File: src/splitmix64_bounded_random_defines.svh
// ----------------------------------------------------------------------------
// splitmix64_bounded_random assertion macros
// Clocked, reset-qualified assertion wrappers; ASSERT_OFF removes them all.
// ----------------------------------------------------------------------------
`ifndef SPLITMIX64_BOUNDED_RANDOM_DEFINES_SVH
`define SPLITMIX64_BOUNDED_RANDOM_DEFINES_SVH

`ifndef ASSERT_OFF
// plain property, sampled on clk_i, off while rst_ni is low
`define SMBR_ASSERT(lbl, prop, msg) \
  lbl: assert property (@(posedge clk_i) disable iff (!rst_ni) (prop)) else $error(msg);
// implication form
`define SMBR_ASSERT_IMP(lbl, ante, cons, msg) \
  lbl: assert property (@(posedge clk_i) disable iff (!rst_ni) (ante) |-> (cons)) \
    else $error(msg);
`else
`define SMBR_ASSERT(lbl, prop, msg)
`define SMBR_ASSERT_IMP(lbl, ante, cons, msg)
`endif

`endif

File: src/smbr_pkg.sv
// ----------------------------------------------------------------------------
// smbr_pkg
// Shared constants and interface structs of the bounded splitmix64 generator.
// ----------------------------------------------------------------------------
package smbr_pkg;

  localparam int unsigned WordW = 64;
  localparam int unsigned HalfW = WordW / 2;

  localparam logic [WordW-1:0] Gamma   = 64'h9E37_79B9_7F4A_7C15;
  localparam logic [WordW-1:0] MixA    = 64'hBF58_476D_1CE4_E5B9;
  localparam logic [WordW-1:0] MixB    = 64'h94D0_49BB_1331_11EB;
  localparam logic [WordW-1:0] AllOnes = '1;

  localparam int unsigned ShiftA = 30;
  localparam int unsigned ShiftB = 27;
  localparam int unsigned ShiftC = 31;

  // request kinds
  localparam logic [1:0] KIND_RAW     = 2'd0;
  localparam logic [1:0] KIND_BOUNDED = 2'd1;
  localparam logic [1:0] KIND_ID      = 2'd2;

  typedef struct packed {
    logic             start;
    logic [WordW-1:0] state;
  } mix_req_t;

  typedef struct packed {
    logic             busy;
    logic             done;
    logic [WordW-1:0] value;
  } mix_rsp_t;

  typedef struct packed {
    logic             start;
    logic [WordW-1:0] dividend;
    logic [WordW-1:0] divisor;
  } div_req_t;

  typedef struct packed {
    logic             busy;
    logic             done;
    logic [WordW-1:0] rem;
  } div_rsp_t;

endpackage

File: src/smbr_mixer.sv
// ----------------------------------------------------------------------------
// smbr_mixer
// splitmix64 output mix on one shared 32x32 multiplier, three partial
// products per 64-bit multiply, two multiplies per draw.
// ----------------------------------------------------------------------------
module smbr_mixer (
  input  logic                clk_i,
  input  logic                rst_ni,
  input  smbr_pkg::mix_req_t  req_i,
  output smbr_pkg::mix_rsp_t  rsp_o
);
  import smbr_pkg::*;

  localparam logic [1:0] LastPart = 2'd2;

  logic             busy_q, done_q, phase_q;
  logic [1:0]       cnt_q;
  logic [WordW-1:0] x_q, acc_q, res_q;

  logic [WordW-1:0] coef, prod, term, acc_sum;
  logic [HalfW-1:0] a_op, b_op;

  always_comb begin
    coef    = phase_q ? MixB : MixA;
    a_op    = (cnt_q == LastPart) ? x_q[WordW-1:HalfW] : x_q[HalfW-1:0];
    b_op    = (cnt_q == 2'd1) ? coef[WordW-1:HalfW] : coef[HalfW-1:0];
    prod    = a_op * b_op;
    // cross terms land in the upper half only
    term    = (cnt_q == 2'd0) ? prod : {prod[HalfW-1:0], {HalfW{1'b0}}};
    acc_sum = acc_q + term;
  end

  always_ff @(posedge clk_i or negedge rst_ni) begin
    if (!rst_ni) begin
      busy_q  <= 1'b0;
      done_q  <= 1'b0;
      phase_q <= 1'b0;
      cnt_q   <= '0;
    end else begin
      done_q <= 1'b0;
      if (req_i.start) begin
        busy_q  <= 1'b1;
        phase_q <= 1'b0;
        cnt_q   <= '0;
      end else if (busy_q) begin
        if (cnt_q == LastPart) begin
          cnt_q   <= '0;
          phase_q <= 1'b1;
          if (phase_q) begin
            busy_q <= 1'b0;
            done_q <= 1'b1;
          end
        end else begin
          cnt_q <= cnt_q + 2'd1;
        end
      end
    end
  end

  always_ff @(posedge clk_i) begin
    if (req_i.start) begin
      x_q   <= req_i.state ^ (req_i.state >> ShiftA);
      acc_q <= '0;
    end else if (busy_q) begin
      if (cnt_q == LastPart) begin
        acc_q <= '0;
        if (phase_q) res_q <= acc_sum ^ (acc_sum >> ShiftC);
        else         x_q   <= acc_sum ^ (acc_sum >> ShiftB);
      end else begin
        acc_q <= acc_sum;
      end
    end
  end

  assign rsp_o.busy  = busy_q;
  assign rsp_o.done  = done_q;
  assign rsp_o.value = res_q;

endmodule

File: src/smbr_divider.sv
// ----------------------------------------------------------------------------
// smbr_divider
// Restoring radix-2 divider, one quotient bit per cycle; returns remainder.
// ----------------------------------------------------------------------------
module smbr_divider (
  input  logic                clk_i,
  input  logic                rst_ni,
  input  smbr_pkg::div_req_t  req_i,
  output smbr_pkg::div_rsp_t  rsp_o
);
  import smbr_pkg::*;

  localparam int unsigned CntW = $clog2(WordW);
  localparam logic [CntW-1:0] LastStep = CntW'(WordW - 1);

  logic             busy_q, done_q;
  logic [CntW-1:0]  cnt_q;
  logic [WordW-1:0] num_q, den_q, rem_q;

  logic [WordW:0]   shifted, diff;

  always_comb begin
    shifted = {rem_q, num_q[WordW-1]};
    diff    = shifted - {1'b0, den_q};
  end

  always_ff @(posedge clk_i or negedge rst_ni) begin
    if (!rst_ni) begin
      busy_q <= 1'b0;
      done_q <= 1'b0;
      cnt_q  <= '0;
    end else begin
      done_q <= 1'b0;
      if (req_i.start) begin
        busy_q <= 1'b1;
        cnt_q  <= '0;
      end else if (busy_q) begin
        cnt_q <= cnt_q + CntW'(1);
        if (cnt_q == LastStep) begin
          busy_q <= 1'b0;
          done_q <= 1'b1;
        end
      end
    end
  end

  always_ff @(posedge clk_i) begin
    if (req_i.start) begin
      num_q <= req_i.dividend;
      den_q <= req_i.divisor;
      rem_q <= '0;
    end else if (busy_q) begin
      num_q <= {num_q[WordW-2:0], 1'b0};
      // partial remainder stays below the divisor, so it fits in one word
      rem_q <= diff[WordW] ? shifted[WordW-1:0] : diff[WordW-1:0];
    end
  end

  assign rsp_o.busy = busy_q;
  assign rsp_o.done = done_q;
  assign rsp_o.rem  = rem_q;

endmodule

File: src/splitmix64_bounded_random.sv
// ----------------------------------------------------------------------------
// splitmix64_bounded_random
// splitmix64 generator with raw, bounded and 128-bit identifier requests.
// One request is in work at a time; in_ready_o is low while it runs. A draw
// loads the mixer, then runs on its single 32x32 multiplier (three partial
// products per 64-bit multiply, two multiplies). A raw word takes one draw,
// an identifier two. A bounded request runs the one-bit-per-cycle divider
// twice (load plus 64 steps each: once for the rejection limit and once for
// the final remainder) around its draws: one draw when the first is kept and
// one more per rejected draw. A zero bound or unused kind goes to the result
// without drawing. The result sits in an output register, so the next request
// is taken while it waits. Writing the seed reloads the generator state.
// ----------------------------------------------------------------------------
`include "splitmix64_bounded_random_defines.svh"

module splitmix64_bounded_random (
  input  logic                        clk_i,
  input  logic                        rst_ni,
  input  logic                        seed_we_i,
  input  logic [smbr_pkg::WordW-1:0]  seed_wdata_i,
  input  logic                        in_valid_i,
  output logic                        in_ready_o,
  input  logic [1:0]                  kind_i,
  input  logic [smbr_pkg::WordW-1:0]  bound_i,
  output logic                        out_valid_o,
  input  logic                        out_ready_i,
  output logic [smbr_pkg::WordW-1:0]  low_word_o,
  output logic [smbr_pkg::WordW-1:0]  high_word_o
);
  import smbr_pkg::*;

  typedef enum logic [4:0] {
    ST_IDLE   = 5'b00001,
    ST_LIMIT  = 5'b00010,
    ST_DRAW   = 5'b00100,
    ST_REDUCE = 5'b01000,
    ST_DONE   = 5'b10000
  } state_e;

  state_e           state_q, state_d;
  logic [1:0]       kind_q, kind_d;
  logic             second_q, second_d;
  logic             out_valid_q, out_valid_d;
  logic [WordW-1:0] gen_q, gen_d;
  logic [WordW-1:0] bound_q, bound_d;
  logic [WordW-1:0] limit_q, limit_d;
  logic [WordW-1:0] lo_q, lo_d, hi_q, hi_d;
  logic [WordW-1:0] out_lo_q, out_lo_d, out_hi_q, out_hi_d;
  logic [WordW-1:0] gen_next;
  logic             draw_go, in_fire;

  mix_req_t mix_req;
  mix_rsp_t mix_rsp;
  div_req_t div_req;
  div_rsp_t div_rsp;

  smbr_mixer u_mixer (
    .clk_i  (clk_i),
    .rst_ni (rst_ni),
    .req_i  (mix_req),
    .rsp_o  (mix_rsp)
  );

  smbr_divider u_divider (
    .clk_i  (clk_i),
    .rst_ni (rst_ni),
    .req_i  (div_req),
    .rsp_o  (div_rsp)
  );

  assign in_ready_o = (state_q == ST_IDLE);
  assign in_fire    = in_valid_i && in_ready_o;
  assign gen_next   = gen_q + Gamma;

  always_comb begin
    state_d     = state_q;
    kind_d      = kind_q;
    second_d    = second_q;
    bound_d     = bound_q;
    limit_d     = limit_q;
    lo_d        = lo_q;
    hi_d        = hi_q;
    out_valid_d = out_valid_q && !out_ready_i;
    out_lo_d    = out_lo_q;
    out_hi_d    = out_hi_q;
    draw_go     = 1'b0;
    div_req     = '{start: 1'b0, dividend: AllOnes, divisor: bound_q};

    case (state_q)
      ST_IDLE: begin
        if (in_fire) begin
          kind_d   = kind_i;
          bound_d  = bound_i;
          second_d = 1'b0;
          lo_d     = '0;
          hi_d     = '0;
          case (kind_i)
            KIND_RAW, KIND_ID: begin
              draw_go = 1'b1;
              state_d = ST_DRAW;
            end
            KIND_BOUNDED: begin
              if (bound_i == '0) begin
                state_d = ST_DONE;
              end else begin
                div_req = '{start: 1'b1, dividend: AllOnes, divisor: bound_i};
                state_d = ST_LIMIT;
              end
            end
            default: state_d = ST_DONE;
          endcase
        end
      end
      ST_LIMIT: begin
        if (div_rsp.done) begin
          limit_d = AllOnes - div_rsp.rem;
          draw_go = 1'b1;
          state_d = ST_DRAW;
        end
      end
      ST_DRAW: begin
        if (mix_rsp.done) begin
          case (kind_q)
            KIND_BOUNDED: begin
              if (mix_rsp.value >= limit_q) begin
                draw_go = 1'b1;   // rejected, draw again
              end else begin
                div_req = '{start: 1'b1, dividend: mix_rsp.value, divisor: bound_q};
                state_d = ST_REDUCE;
              end
            end
            KIND_ID: begin
              if (!second_q) begin
                hi_d     = mix_rsp.value;
                second_d = 1'b1;
                draw_go  = 1'b1;
              end else begin
                lo_d    = ((hi_q == '0) && (mix_rsp.value == '0)) ? WordW'(1)
                                                                  : mix_rsp.value;
                state_d = ST_DONE;
              end
            end
            default: begin
              lo_d    = mix_rsp.value;
              state_d = ST_DONE;
            end
          endcase
        end
      end
      ST_REDUCE: begin
        if (div_rsp.done) begin
          lo_d    = div_rsp.rem;
          state_d = ST_DONE;
        end
      end
      ST_DONE: begin
        if (!out_valid_q || out_ready_i) begin
          out_valid_d = 1'b1;
          out_lo_d    = lo_q;
          out_hi_d    = hi_q;
          state_d     = ST_IDLE;
        end
      end
      default: state_d = ST_IDLE;
    endcase

    mix_req.start = draw_go;
    mix_req.state = gen_next;

    gen_d = draw_go ? gen_next : gen_q;
    if (seed_we_i) gen_d = seed_wdata_i;
  end

  always_ff @(posedge clk_i or negedge rst_ni) begin
    if (!rst_ni) begin
      state_q     <= ST_IDLE;
      kind_q      <= KIND_RAW;
      second_q    <= 1'b0;
      out_valid_q <= 1'b0;
      gen_q       <= '0;
    end else begin
      state_q     <= state_d;
      kind_q      <= kind_d;
      second_q    <= second_d;
      out_valid_q <= out_valid_d;
      gen_q       <= gen_d;
    end
  end

  always_ff @(posedge clk_i) begin
    bound_q  <= bound_d;
    limit_q  <= limit_d;
    lo_q     <= lo_d;
    hi_q     <= hi_d;
    out_lo_q <= out_lo_d;
    out_hi_q <= out_hi_d;
  end

  assign out_valid_o = out_valid_q;
  assign low_word_o  = out_lo_q;
  assign high_word_o = out_hi_q;

  `SMBR_ASSERT(a_units_exclusive, !(mix_rsp.busy && div_rsp.busy),
    "mixer and divider busy together")
  `SMBR_ASSERT_IMP(a_id_nonzero, (state_q == ST_DONE) && (kind_q == KIND_ID),
    (lo_q != '0) || (hi_q != '0), "identifier word is all zero")
  `SMBR_ASSERT_IMP(a_bounded_range,
    (state_q == ST_DONE) && (kind_q == KIND_BOUNDED) && (bound_q != '0),
    lo_q < bound_q, "bounded result not below bound")
  `SMBR_ASSERT_IMP(a_draw_only_busy, draw_go,
    (state_q == ST_IDLE) || (state_q == ST_LIMIT) || (state_q == ST_DRAW),
    "draw started outside a drawing step")

endmodule

File: config.mk
export PLATFORM = sky130hd
export DESIGN_NAME = splitmix64_bounded_random
export DESIGN_NICKNAME = d
export VERILOG_FILES = /design/src/smbr_pkg.sv /design/src/smbr_mixer.sv /design/src/smbr_divider.sv /design/src/splitmix64_bounded_random.sv
export VERILOG_INCLUDE_DIRS = /design/src /design/src/src
export SDC_FILE = /design/constraint.sdc
export NUM_CORES = 2
export LEC_CHECK = 0
export ABC_AREA = 0
export BUFFER_PORTS_ARGS = -buffer_cell sky130_fd_sc_hd__buf_2
export CORE_UTILIZATION = 50
export DETAILED_ROUTE_END_ITERATION = 12
export GPL_TIMING_DRIVEN = 0
export PLACE_DENSITY = 0.7
export SKIP_CTS_REPAIR_TIMING = 1
export SLEW_MARGIN = 40
export SYNTH_ARGS = -nofsm -noshare
export SYNTH_HDL_FRONTEND = slang
export SYNTH_SLANG_ARGS = --single-unit
export TNS_END_PERCENT = 30
File: constraint.sdc
create_clock -name clk_i -period 11.4 [get_ports clk_i]
set_input_delay 0.57 -clock clk_i [delete_from_list [all_inputs] [get_ports clk_i]]
set_output_delay 0.57 -clock clk_i [all_outputs]
set_load 0.01 [all_outputs]
==> flow_summary.rst <==
.. list-table::
   :header-rows: 1

   * - Metric
     - Value
   * - Result of the run
     - finished with violations
   * - Failing checks
     - antenna rules, setup timing
   * - Global-route wire length before repair
     - 396 mm
   * - Vertical extent of the die
     - 388 um
   * - Slowest cell delay on critical path
     - 0.65 ns
   * - Fraction of synthesized cell area in xor and xnor cells
     - 4.85%
   * - Data arrival at the endpoint of the critical path
     - 12.02 ns
   * - Final worst path period share
     - 102%
   * - Synthesized area divided by synthesized cell count
     - 10.0 sq um
   * - Largest net degree at the start of global routing
     - 52
   * - Detailed Routing Iterations Pass 1
     - 6
   * - Floorplan die area
     - 150000 sq um
   * - Post-synth design cell area
     - 74400 sq um
   * - Placeable Area
     - 148000 sq um
   * - Number of buffers inserted during clock tree synthesis
     - 84
   * - Clock Pin Slew Worst Setup and Hold Paths
     - 0.07 ns
   * - Portion of netlist area occupied by mux cells
     - 2.03%
   * - Crit-path slowest cell
     - fa_1
   * - CTS Sinks
     - 854
   * - Routability congestion estimate from global placement
     - 1.08
   * - Number of DRC violations after detailed routing
     - 0
   * - Number of global-route vias before repair
     - 57400
   * - Clock Root Buffer
     - clkbuf_16
   * - Hold Fails Final Rpt
     - 0
   * - Antenna violations before repair
     - 13
   * - Layout overhead on the synthesized area
     - 17.3%
   * - Vias per inst
     - 5.99
   * - Placement Rows
     - 141
   * - Category of the worst setup path capture point
     - register
   * - Simple-gate area share of the yosys netlist
     - 11.0%
   * - Yosys top cell by area
     - edfxtp_1
   * - Maximum level of the CTS H-tree
     - 3
   * - Post-layout min period
     - 11.61 ns
   * - GRT Total Usage
     - 36.6%
   * - Final antenna-violating net count
     - 1
   * - Proportion of layout cells with a drive suffix above 1
     - 17.8%
   * - Total of endpoints with negative setup slack in the final report
     - 38
   * - Final Core Density
     - 59.1%
   * - Post-synth top flop
     - edfxtp_1
   * - Maximum fanout count along the critical path
     - 7
   * - Placed Cells incl. Taps
     - 9652
   * - Post-synth top area share
     - 25.8%
   * - Type of the tightest min-delay check
     - in2reg
   * - Start-to-end type of the worst setup path
     - reg2reg
   * - Worst Hold Slack
     - 0.0915 ns
   * - Seq cells post-synth
     - 854
   * - Most common cell after layout, fill and taps aside
     - inv_1
   * - Net count of the mapped netlist
     - 8905
   * - Post-route clock skew
     - 0.0337 ns
   * - Dominant cell type by count on the critical path
     - fa_1
   * - Largest family of logic cells by synthesized area
     - adder cells
   * - Commonest cells after routing, fill and taps aside
     - 1200 x inv_1, 773 x fa_1, 640 x edfxtp_1
   * - Top-level port count
     - 265
   * - DRC violation total after the first TritonRoute iteration
     - 7457
   * - Crit path required time
     - 11.82 ns
   * - Placement-stage cell area
     - 79200 sq um
   * - Largest cells by area after synthesis
     - edfxtp_1 26%, fa_1 21%, ha_1 9.4%
   * - Final std cell area, no fill
     - 87300 sq um
   * - Clock Path Buffers
     - 3
   * - Number of standard cells after synthesis
     - 7414
   * - Die Width
     - 388 um
   * - Unrepaired setup endpoints after global routing
     - yes
   * - Max-slew violation count
     - 0
   * - Worst-Margin Slew
     - 1.01 ns
   * - Routed wire per std cell
     - 28.1 um
   * - Total wire length after detailed routing
     - 283 mm
   * - Max-cap viol count
     - 0
   * - Count of vias placed by the detailed router
     - 60300
   * - Total number of yosys warnings
     - 0
   * - Sequential cell area fraction in the yosys report
     - 32.2%
   * - Number of library cell types mapped by synthesis
     - 105
   * - Number of standard cells in the final layout excluding fillers
     - 10100
   * - Rel. slew slack
     - 32.1%
   * - Initial core utilization
     - 50.4%
   * - Detailed Place HPWL
     - 235 mm
   * - Final setup slack of the worst path
     - -0.208 ns
   * - Fraction of registers with async set or reset after synthesis
     - 10.1%
   * - Total number of nets in the final design
     - 9551
   * - TritonCTS clock tree
     - done
   * - Number of enable-type register cells in the synthesized netlist
     - 640
   * - FMAX
     - 86.2 MHz
   * - Total congestion overflow
     - 0
   * - Number of buffer cells added on primary ports
     - 263
   * - Compound-cell area share of the yosys netlist
     - 11.2%
   * - Category of the worst setup path launch point
     - register
   * - Adder and majority cell fraction of the synthesized area
     - 30.9%
   * - Insertion delay of the later-clocked pin in the worst-skew pair
     - 0.70 ns
Yosys cell counts, types with 128 or more instances:
cell type	n
a21o_1	229
inv_1	1250
dfxtp_1	128
o21ai_0	326
fa_1	799
ha_1	557
nand2_1	606
xnor2_1	237
nor2_1	588
clkbuf_1	261
xor2_1	163
edfxtp_1	640
a21oi_1	343
path summary, 6_finish.rpt:
check,startpoint,endpoint,slack [ns],depth (start not counted)
max,u_mixer.cnt_q[0],u_mixer.x_q[32],-0.21,40
min reg2reg,lo_q[4],low_word_o[4],0.42,0
min,seed_wdata_i[9],gen_q[9],0.09,3
max reg2reg,u_mixer.cnt_q[0],u_mixer.x_q[32],-0.21,40
max in group asynchronous,rst_ni,u_mixer.cnt_q[1],10.39,3
min in group asynchronous,rst_ni,gen_q[10],0.36,2
final cells by class:
type	instances	area, sq um
diodes	11	27.5
plain buffers	283	1480
clock buffers	102	2340
clock inverters	55	571
fillers	12700	60400
inverters	1254	4820
multi-input cells	4999	47500
flip-flops and latches	854	23900
well taps	1930	2410
repair buffers	584	4190
metrics by stage:
step           TNS, ns  setup slack [ns]
2_1_floorplan        0            0.0175
3_3_place_gp   -670.29             -4.52
3_5_place_dp   -493.70             -4.23
4_1_cts        -500.69             -4.27
5_1_grt         -11.89            -0.347
6_report         -4.12            -0.208
layer usage:
metal	track usage (%)	share of wire, %	wire length (um)
met5	0.606	0.077	218
met4	11.2	3.6	10200
met3	11.6	13	37800
met2	51.5	42	118000
met1	53.3	41	117000
logic make-up after synthesis:
kind of cell,count (synthesis)
AOI/OAI and AO/OA,1304
xor gates and xnor gates,406
adders and majority gates,1356
and+or+nand+nor,1795
DFF,854
muxes,138
buffers and inverters,1561
worst max-delay path, delay by kind of cell (launching register included):
kind | cells | cell delay [ns]
flip-flops | 1 | 0.47
AND/OR/NAND/NOR | 9 | 1.61
AO/OA/AOI/OAI | 9 | 2.08
XOR/XNOR | 3 | 0.71
adder cells (fa/ha/maj) | 10 | 4.92
buffers and inverters | 6 | 0.85
multiplexers | 3 | 0.69
Power is not shown: default switching activity piles up to over one toggle a cycle in this logic, so the estimate is an artifact.
